`src/design/cia_pkg.sv`:
```
// ----------------------------------------------------------------------------
// cia_pkg: shared types for the integer ALU
// Opcodes, error codes and the control word carried down the pipeline.
// ----------------------------------------------------------------------------
`default_nettype none

package cia_pkg;

  // Opcodes; codes above OP_COMMA are unsupported
  typedef enum logic [4:0] {
    OP_PLUS  = 5'd0,  OP_NEG  = 5'd1,  OP_LNOT = 5'd2,  OP_BNOT = 5'd3,
    OP_MUL   = 5'd4,  OP_DIV  = 5'd5,  OP_REM  = 5'd6,  OP_ADD  = 5'd7,
    OP_SUB   = 5'd8,  OP_SHL  = 5'd9,  OP_SHR  = 5'd10, OP_LT   = 5'd11,
    OP_LE    = 5'd12, OP_GT   = 5'd13, OP_GE   = 5'd14, OP_EQ   = 5'd15,
    OP_NE    = 5'd16, OP_AND  = 5'd17, OP_XOR  = 5'd18, OP_OR   = 5'd19,
    OP_LAND  = 5'd20, OP_LOR  = 5'd21, OP_COMMA = 5'd22
  } op_t;

  typedef enum logic [1:0] {
    ERR_NONE   = 2'd0,
    ERR_DIV0   = 2'd1,
    ERR_SHIFT  = 2'd2,
    ERR_OPCODE = 2'd3
  } err_t;

  // Which unit supplies the final value
  typedef enum logic [1:0] {
    K_SIMPLE = 2'd0,
    K_MUL    = 2'd1,
    K_DIV    = 2'd2,
    K_REM    = 2'd3
  } kind_t;

  typedef struct packed {
    kind_t kind;
    err_t  err;
    logic  q_neg;
    logic  r_neg;
  } ctrl_t;

endpackage

`default_nettype wire

```
`src/design/cia_div_stage.sv`:
```
// ----------------------------------------------------------------------------
// cia_div_stage: one restoring division step
// Shifts one dividend bit into the partial remainder, subtracts the divisor
// when it fits and registers the step together with the word's side data.
// ----------------------------------------------------------------------------
`default_nettype none

module cia_div_stage
  import cia_pkg::*;
#(
  parameter int W = 32
) (
  input  wire logic         clk,
  input  wire logic         rst_n,
  input  wire logic         en,
  input  wire logic         vld_i,
  input  wire ctrl_t        ctrl_i,
  input  wire logic [W-1:0] res_i,
  input  wire logic [W-1:0] rem_i,
  input  wire logic [W-1:0] quo_i,
  input  wire logic [W-1:0] dvs_i,
  output logic              vld_o,
  output ctrl_t             ctrl_o,
  output logic [W-1:0]      res_o,
  output logic [W-1:0]      rem_o,
  output logic [W-1:0]      quo_o,
  output logic [W-1:0]      dvs_o
);

  logic [W-1:0] trial;
  logic         fits;
  logic [W-1:0] rem_nxt;
  logic [W-1:0] quo_nxt;

  // Trial subtract; the partial remainder stays below the divisor
  always_comb begin
    trial   = {rem_i[W-2:0], quo_i[W-1]};
    fits    = (trial >= dvs_i);
    rem_nxt = fits ? (trial - dvs_i) : trial;
    quo_nxt = {quo_i[W-2:0], fits};
  end

  // Hold on stall, advance otherwise
  always_ff @(posedge clk) begin
    if (!rst_n) begin
      vld_o <= 1'b0;
    end else if (en) begin
      vld_o <= vld_i;
    end
  end

  always_ff @(posedge clk) begin
    if (en) begin
      ctrl_o <= ctrl_i;
      res_o  <= res_i;
      rem_o  <= rem_nxt;
      quo_o  <= quo_nxt;
      dvs_o  <= dvs_i;
    end
  end

endmodule

`default_nettype wire
```
`config.mk`:
```
export PLATFORM = sky130hd
export DESIGN_NAME = cia_div_stage
export DESIGN_NICKNAME = d
export VERILOG_FILES = /design/src/design/cia_pkg.sv /design/src/design/cia_div_stage.sv
export SDC_FILE = /design/constraint.sdc
export NUM_CORES = 1
export LEC_CHECK = 0
export BUFFER_PORTS_ARGS = -buffer_cell sky130_fd_sc_hd__clkbuf_2
export CAP_MARGIN = 20
export CORE_MARGIN = 2
export CORE_UTILIZATION = 35
export CTS_CLUSTER_DIAMETER = 60
export DETAILED_ROUTE_END_ITERATION = 6
export MAX_ROUTING_LAYER = met4
export PLACE_DENSITY = 0.67
export SYNTH_ARGS = -nofsm -noshare
export SYNTH_HDL_FRONTEND = slang
export SYNTH_SLANG_ARGS = --single-unit
```
`constraint.sdc`:
```
create_clock -name clk -period 3.6 [get_ports clk]
set_input_delay 0.36 -clock clk [delete_from_list [all_inputs] [get_ports clk]]
set_output_delay 0.36 -clock clk [all_outputs]
set_load 0.05 [all_outputs]
```
# Word level (Yosys, flattened, before mapping)
# Cells that the tools add are included.
dict set report totals {
  regBits 135
  latch_bits 0
  mem_bits_rw 0
  mem_bits_ro 0
  out_inout_bits 135
  n_memories 0
}
dict set report classes {
  add_sub_neg 1
  multipliers 0
  n_div 0
  magnitude_cmp 1
  n_eq_ne 0
  shifts 0
  n_mux 1
  bitwise_logic 0
  n_reduce_logical 0
}
# cell n
set ops {}
lappend ops {{$ge A32 B32 Y1} 1}
lappend ops {{$mux W32} 1}
lappend ops {{$sub A32 B32 Y32} 1}

# Logic depth before layout (Yosys ltp)
# Gate-level depths: netlist (run 1).
dict set report logic_depth {
  depth_word 2
  ltp_mapped 12
  depth_no_buf 11
}

# Worst setup path after synthesis (run 1)
# No wires, ideal clock.
dict set report synth_timing {
  kind {input -> register}
  startpoint {input port quo_i[31]}
  endpoint {register rem_o[24], data pin}
  setup_ns 0.260
  arrival_ns 2.404
  required_time_ns 3.340
  slack_ns 0.935
  path_stages 11
  n_path_buf 1
  path_cell_list {inv_1 -> ha_1 -> fa_1 -> nor2b_1 -> o31a_1 -> o211ai_4 -> a311oi_2 -> nor2_4 -> inv_4 -> buf_8 -> mux2_4}
}
dict set report synth_via {
  elab_chain_cells 2
  elab_cells_between_ends 3
  cone_classes {add/sub (1); order compare (1); mux (1)}
}
# item line
set synth_rtl {}
lappend synth_rtl {{start, declared} cia_div_stage.sv:20} ;# input wire logic [W-1:0] quo_i,
lappend synth_rtl {{$sub A32 B32 Y32 / $ge A32 B32 Y1 (equally long branches)} {cia_div_stage.sv:39, cia_div_stage.sv:38}}
lappend synth_rtl {{$mux W32 *} cia_div_stage.sv:39} ;# rem_nxt = fits ? (trial - dvs_i) : trial;
lappend synth_rtl {{via rem_nxt[24]} cia_div_stage.sv:32} ;# logic [W-1:0] rem_nxt;
lappend synth_rtl {{end signal, assigned} cia_div_stage.sv:56} ;# rem_o <= rem_nxt;
lappend synth_rtl {{end, declared} cia_div_stage.sv:25} ;# output logic [W-1:0] rem_o,
# Mark *: on every way through the listed nets, which the timed path passes. The rest lies on a longest branch.
# A chain may end at the register's enable or synchronous reset.

# Worst setup path after layout (run 1)
# Ends and elaborated chain as after synthesis.

==> impl_metrics.json, run 1 <==
{
  "status": "completed",
  "slew_headroom_pct": 46.5,
  "mappedNetlistArea_um2": 6500,
  "synthFlopType": "edfxtp_1",
  "min_period_ps": 2700,
  "postCtsSetupBuffers": 0,
  "insertedDiodeCount": 0,
  "ant_nets": 0,
  "ir_worst_vdd_uv": 312,
  "dp_hpwl_um": 13300,
  "crit_fanout": 24,
  "rrSetupSlack_ps": 2930,
  "final_util_pct": 48.1,
  "final_nets": 967,
  "cts_hold_buf": 0,
  "drtPass1Iterations": 4,
  "end_kind": "flip-flop",
  "coreArea_um2": 18100,
  "crit_required_ps": 3760,
  "clock-skew-final_ps": 0,
  "powerDensity_nw_per_um2": 568,
  "antenna_found_initial": 0,
  "setup_viol": 0,
  "wl_per_cell_um": 16.6,
  "drv_cap": 0,
  "regArea_um2": 4040,
  "die_y_um": 140,
  "num_vias": 5081,
  "syn-num-nets": 687,
  "drt_iter0_markers": 360,
  "hold_viol_final": 0,
  "crit_type": "in2reg",
  "p_int_mw": 3.27,
  "grt.total_usage_pct": 18.1,
  "final.setup.tns_ps": 0,
  "pin_count": 273,
  "fmax_ghz": 0.370,
  "grt_max_degree": 86,
  "ys_warn_count": 0,
  "root_buffer": "clkbuf_16",
  "drc": 0,
  "cts_inserted_buffers": 17,
  "min_path_type": "in2reg",
  "final_area_um2": 8700,
  "p_comb_share_pct": 24.9,
  "dpl-instance-area_um2": 8110,
  "gp_congestion": 0.844,
  "grt_pass1_wl_um": 26400,
  "power.share.clock_pct": 35.8,
  "multiInputGateArea_um2": 2180,
  "p_leak_nw": 3.88,
  "synthArstFlopShare_pct": 0,
  "stdcell_count": 1038,
  "cts_tree": "yes",
  "power_switching_mw": 1.67,
  "ys_seq_area_share_pct": 62.2,
  "rsz0062_at_grt": "no",
  "arrival_ps": 2870,
  "tightestPinTransition_ps": 802,
  "die_w_um": 140,
  "portBuffers": 271,
  "ys_types": 63,
  "viasPerCell": 4.89,
  "fp.dieArea_um2": 19700,
  "hold_ws_ps": 110,
  "drt_wl_total_um": 17200,
  "syn-instance-count": 516,
  "p_seq_share_pct": 39.3,
  "clk_latency_ps": 420,
  "cts.path.max_buffers": 2,
  "slew_viol_final": 0,
  "avgSynthCellArea_um2": 12.6,
  "drive_above_1_share_pct": 39.9,
  "cts_resized": 0,
  "fill_cells": 1633,
  "ys_ff_latch": 135,
  "h-tree-depth": 4,
  "fin_crit_sh_pct": 75.1,
  "place_inst": 1006,
  "cts.clk_slew.worst_paths_ps": 70,
  "synth-edff-count": 134,
  "swShare_pct": 33.7,
  "rows": 49,
  "critPathLaunchType": "primary input",
  "grt_pass1_vias": 5000,
  "overflow": 0,
  "cts_sinks": 135,
  "initial_core_util_pct": 35.9,
  "synthToLayoutAreaGrowth_pct": 33.8
}
-- path summary, 6_finish.rpt --
check / start / to / cells after the start
max reg2reg: vld_o / vld_o / 2
min: res_i[27] / res_o[27] / 1
max: quo_i[31] / rem_o[24] / 11
min reg2reg: vld_o / vld_o / 2
-- flip-flops by register name, indices dropped and copies added (netlist names) --
| name | count |
|---|---|
| res_o | 32 |
| quo_o | 32 |
| rem_o | 32 |
| vld_o | 1 |
| ctrl_o | 6 |
| dvs_o | 32 |
-- cell usage after synthesis, drive strengths merged, types with 2 or more instances --
cell | count | share of area (%)
nor3 | 9 | 0.77
a21boi | 3 | 0.35
clkbuf | 4 | 0.23
a2111o | 3 | 0.52
nor2b | 6 | 0.58
mux2 | 3 | 0.69
edfxtp | 134 | 62
o31ai | 4 | 0.46
inv | 50 | 2.9
a21o | 10 | 1.2
xor2 | 6 | 0.81
a211oi | 8 | 1.1
a21oi | 34 | 2.7
nand3 | 10 | 0.77
and3 | 3 | 0.29
o31a | 3 | 0.40
a31oi | 3 | 0.29
nor2 | 31 | 1.9
or2 | 3 | 0.29
nand2b | 2 | 0.19
nand4 | 7 | 0.77
o41ai | 2 | 0.27
ha | 32 | 6.2
nand2 | 43 | 2.5
xnor2 | 13 | 1.8
o211ai | 6 | 0.90
and4 | 4 | 0.54
buf | 10 | 1.1
o21a | 6 | 0.69
o21ai | 35 | 2.8
o21bai | 7 | 0.81
nor4 | 2 | 0.19
o221a | 3 | 0.52
-- metal layers --
layer | global-route usage, % | up-vias | part of all wire (%)
met5 | - | - | 0
met4 | 6.11 | 0 | 1.4
met3 | 5.20 | 15 | 8.7
met2 | 29.9 | 201 | 50
met1 | 21.3 | 2367 | 40
li1 | - | 2498 | -
-- worst max-delay path, stage by stage --
cell and delay, ps:
clkbuf_2 90, inv_1 40, ha_1 220, fa_1 420, nor2b_1 160, o31a_1 300
o211ai_4 180, a311oi_2 350, nor2_4 140, inv_4 270, mux2_4 330
-- final cells by class --
class	instances	area share [%]
Sequential cell	135	46.5
Multi-Input combinational cell	317	25.1
Timing Repair Buffer	275	16.2
Clock buffer	18	4.93
Tap cell	229	3.29
Inverter	50	2.19
Clock inverter	14	1.90
-- stage by stage --
step           setup WS, ps  power [mW]
5_1_grt                 693        5.15
2_1_floorplan           935        2.86
3_5_place_dp            464        3.21
3_3_place_gp            514        3.19
6_report                896        4.94
4_1_cts                 906        5.00
-- cells in the final DEF, fill, tap and decap left out, drive strengths merged, types with 4 or more instances in the layout --
cell type,instances
o21bai,7
inv,57
xor2,6
o21a,6
clkbuf,288
nand3,10
nor3,9
nor2b,6
nand4,7
ha,32
nand2,43
clkinvlp,4
a21o,10
and4,4
o31ai,4
buf,5
xnor2,13
o211ai,6
a211oi,8
o21ai,35
nor2,31
edfxtp,134
a21oi,34
-- kinds of logic (layout without fill, tap and decap cells) --
logic type	Yosys count	after routing	synth area share, %
XOR/XNOR	19	19	2.56
AO/OA/AOI/OAI	137	137	14.4
AND/OR/NAND/NOR	124	124	9.26
buffers and inverters	64	357	4.25
multiplexers	4	4	0.847
flip-flops	135	135	62.2
adder cells (fa/ha/maj)	33	33	6.47
-- power groups by stage --
stage,sequential (mW),combinational (mW),clock (mW)
4_1_cts,1.94,1.24,1.82
6_report,1.94,1.23,1.77
5_1_grt,1.95,1.32,1.88
3_3_place_gp,1.97,1.22,0
3_5_place_dp,1.97,1.23,0
2_1_floorplan,2.50,0.368,0
Note: power is estimated with default switching activity, not from simulation.
==> run 2: changes to the inputs <==
--- a/config.mk
+++ b/config.mk
@@ -5,6 +5,7 @@
 export SDC_FILE = /design/constraint.sdc
 export NUM_CORES = 1
 export LEC_CHECK = 0
+export ABC_AREA = 1
 export BUFFER_PORTS_ARGS = -buffer_cell sky130_fd_sc_hd__clkbuf_2
 export CAP_MARGIN = 20
 export CORE_MARGIN = 2
@@ -12,7 +13,7 @@
 export CTS_CLUSTER_DIAMETER = 60
 export DETAILED_ROUTE_END_ITERATION = 6
 export MAX_ROUTING_LAYER = met4
-export PLACE_DENSITY = 0.67
+export PLACE_DENSITY = 0.65
 export SYNTH_ARGS = -nofsm -noshare
 export SYNTH_HDL_FRONTEND = slang
 export SYNTH_SLANG_ARGS = --single-unit
==> constraint.sdc (replaced) <==
create_clock -name clk -period 2.7 [get_ports clk]
set_input_delay 0.27 -clock clk [delete_from_list [all_inputs] [get_ports clk]]
set_output_delay 0.27 -clock clk [all_outputs]
set_load 0.05 [all_outputs]
==> impl_metrics.json, run 2 <==
{
  "hold_viol_final": 0,
  "fill_cells": 2058,
  "critPathLaunchType": "primary input",
  "cts.path.max_buffers": 2,
  "crit_required_ps": 2880,
  "pin_count": 273,
  "drtPass1Iterations": 7,
  "die_w_um": 147,
  "final_nets": 1261,
  "wl_per_cell_um": 14.3,
  "final_cell_mix": "310 x nand2_1, 270 x clkbuf_2, 161 x inv_1, 134 x edfxtp_1, 44 x nand3_1",
  "die_y_um": 147,
  "rrSetupSlack_ps": 2050,
  "overflow": 0,
  "final.setup.tns_ps": 0,
  "crit_type": "in2reg",
  "grt_pass1_wl_um": 30100,
  "portBuffers": 271,
  "h-tree-depth": 4,
  "synthFlopType": "edfxtp_1",
  "ant_nets": 0,
  "crit_fanout": 30,
  "ys_ff_latch": 135,
  "synthToLayoutAreaGrowth_pct": 31.6,
  "postCtsSetupBuffers": 0,
  "cts_inserted_buffers": 17,
  "p_leak_nw": 4.94,
  "root_buffer": "clkbuf_16",
  "final_common_cell": "nand2_1",
  "rows": 52,
  "setup_viol": 0,
  "fmax_ghz": 0.490,
  "status": "completed",
  "clk_latency_ps": 420,
  "avgSynthCellArea_um2": 8.90,
  "yosysTopAreaCell": "edfxtp_1",
  "min_period_ps": 2040,
  "fin_crit_sh_pct": 75.5,
  "grt_max_degree": 62,
  "power.total_mw": 6.53,
  "ys_seq_area_share_pct": 56.7,
  "num_vias": 5950,
  "grt.total_usage_pct": 18.7,
  "arrival_ps": 2210,
  "grt_pass1_vias": 5671,
  "powerDensity_nw_per_um2": 695,
  "cts_resized": 0,
  "initial_core_util_pct": 35.5,
  "syn-num-nets": 973,
  "dp_hpwl_um": 15900,
  "ir_worst_vdd_uv": 408,
  "synthArstFlopShare_pct": 0,
  "cts_sinks": 135,
  "tightestPinTransition_ps": 574,
  "insertedDiodeCount": 0,
  "drt_wl_total_um": 19700,
  "layout_setup_ws_ps": 661,
  "coreArea_um2": 20100,
  "mappedNetlistArea_um2": 7130,
  "post-place-ws_ps": 214,
  "regArea_um2": 4040,
  "drv_cap": 0,
  "slew_headroom_pct": 61.7,
  "ys_warn_count": 0,
  "drive_above_1_share_pct": 28.8,
  "synth_common_cells": "310 x nand2_1, 161 x inv_1, 134 x edfxtp_1",
  "synth.area.top_cells": "edfxtp_1 56%, nand2_1 16%, inv_1 8.5%",
  "ys_types": 27,
  "yosys.area.top_type_share_pct": 56.4,
  "clock-skew-final_ps": 0,
  "fp.dieArea_um2": 21500,
  "multiInputGateArea_um2": 2410,
  "drc": 0,
  "cts_tree": "yes",
  "viasPerCell": 4.33,
  "cts.clk_slew.worst_paths_ps": 60,
  "rsz0062_at_grt": "no",
  "slew_viol_final": 0,
  "antenna_found_initial": 0,
  "synth_most_common_cell": "nand2_1",
  "gp_congestion": 0.888,
  "cts_hold_buf": 0,
  "end_kind": "flip-flop",
  "min_path_type": "in2reg",
  "synth-edff-count": 134,
  "drt_iter0_markers": 316,
  "syn-instance-count": 802
}
## run 2: cell count changes after synthesis, sizes merged, moves of 10 or more
cell and change:
inv +114, a21oi -15, o21ai -31, nor2 +15, a21o -10, xnor2 -13
nand2 +270, nand3 +34
## run 2: where the power goes
group	internal, mW	total (mW)	switching, mW
sequential	2.54	2.59	0.0484
clock	1.21	2.20	0.998
combinational	0.425	1.73	1.31
## run 2: path summary, 6_finish.rpt
kind	startpoint	depth (start not counted)	endpoint
min reg2reg	vld_o	2	vld_o
max	quo_i[31]	16	rem_o[20]
min	ctrl_i[1]	1	ctrl_o[1]
max reg2reg	vld_o	2	vld_o
## run 2: cell type report
type / count / area share [%]
clock inverter: 15 / 1.39
timing repair buffer: 275 / 15.1
clock buffer: 17 / 4.53
multi-input combinational: 497 / 25.7
inverter: 164 / 6.56
tap: 270 / 3.60
sequential: 135 / 43.1
## run 2: critical path, stage by stage
cell and delay (ps):
clkbuf_2 80, inv_1 50, ha_1 220, fa_1 380, inv_1 130, nand2_1 80
nand2_1 80, nand3_1 80, nand2_2 110, nand2_1 70, nand3_1 70, nand2_1 80
nand2_4 70, inv_2 220, nand2_1 140, nand2_1 70
## run 2: routing by layer
metal  track usage, %  part of all wire, %
met5                -                    0
met4             4.08                 0.76
met3             4.25                  6.2
met2             30.1                   47
met1             24.2                   46
## run 2: through the flow
step | util [%] | area (µm²) | cells | hold slack [ps]
global route | 46.7 | 9390 | 1373 | 0.643
global placement | 43.9 | 8830 | 1341 | 447
detailed placement | 43.9 | 8830 | 1341 | 449
CTS | 46.7 | 9390 | 1373 | 5.73
finish | 46.7 | 9390 | 1373 | 20.2
floorplan | - | 7130 | 802 | 363
## run 2: kinds of logic (layout without fill, tap and decap cells)
group	count (synthesis)	after routing	synth area share, %
xor+xnor	14	14	1.72
simple gates	423	423	24.1
flops	135	135	56.7
fa+ha+maj	33	33	5.89
buf+inv	170	471	9.47
compound gates	27	27	2.09
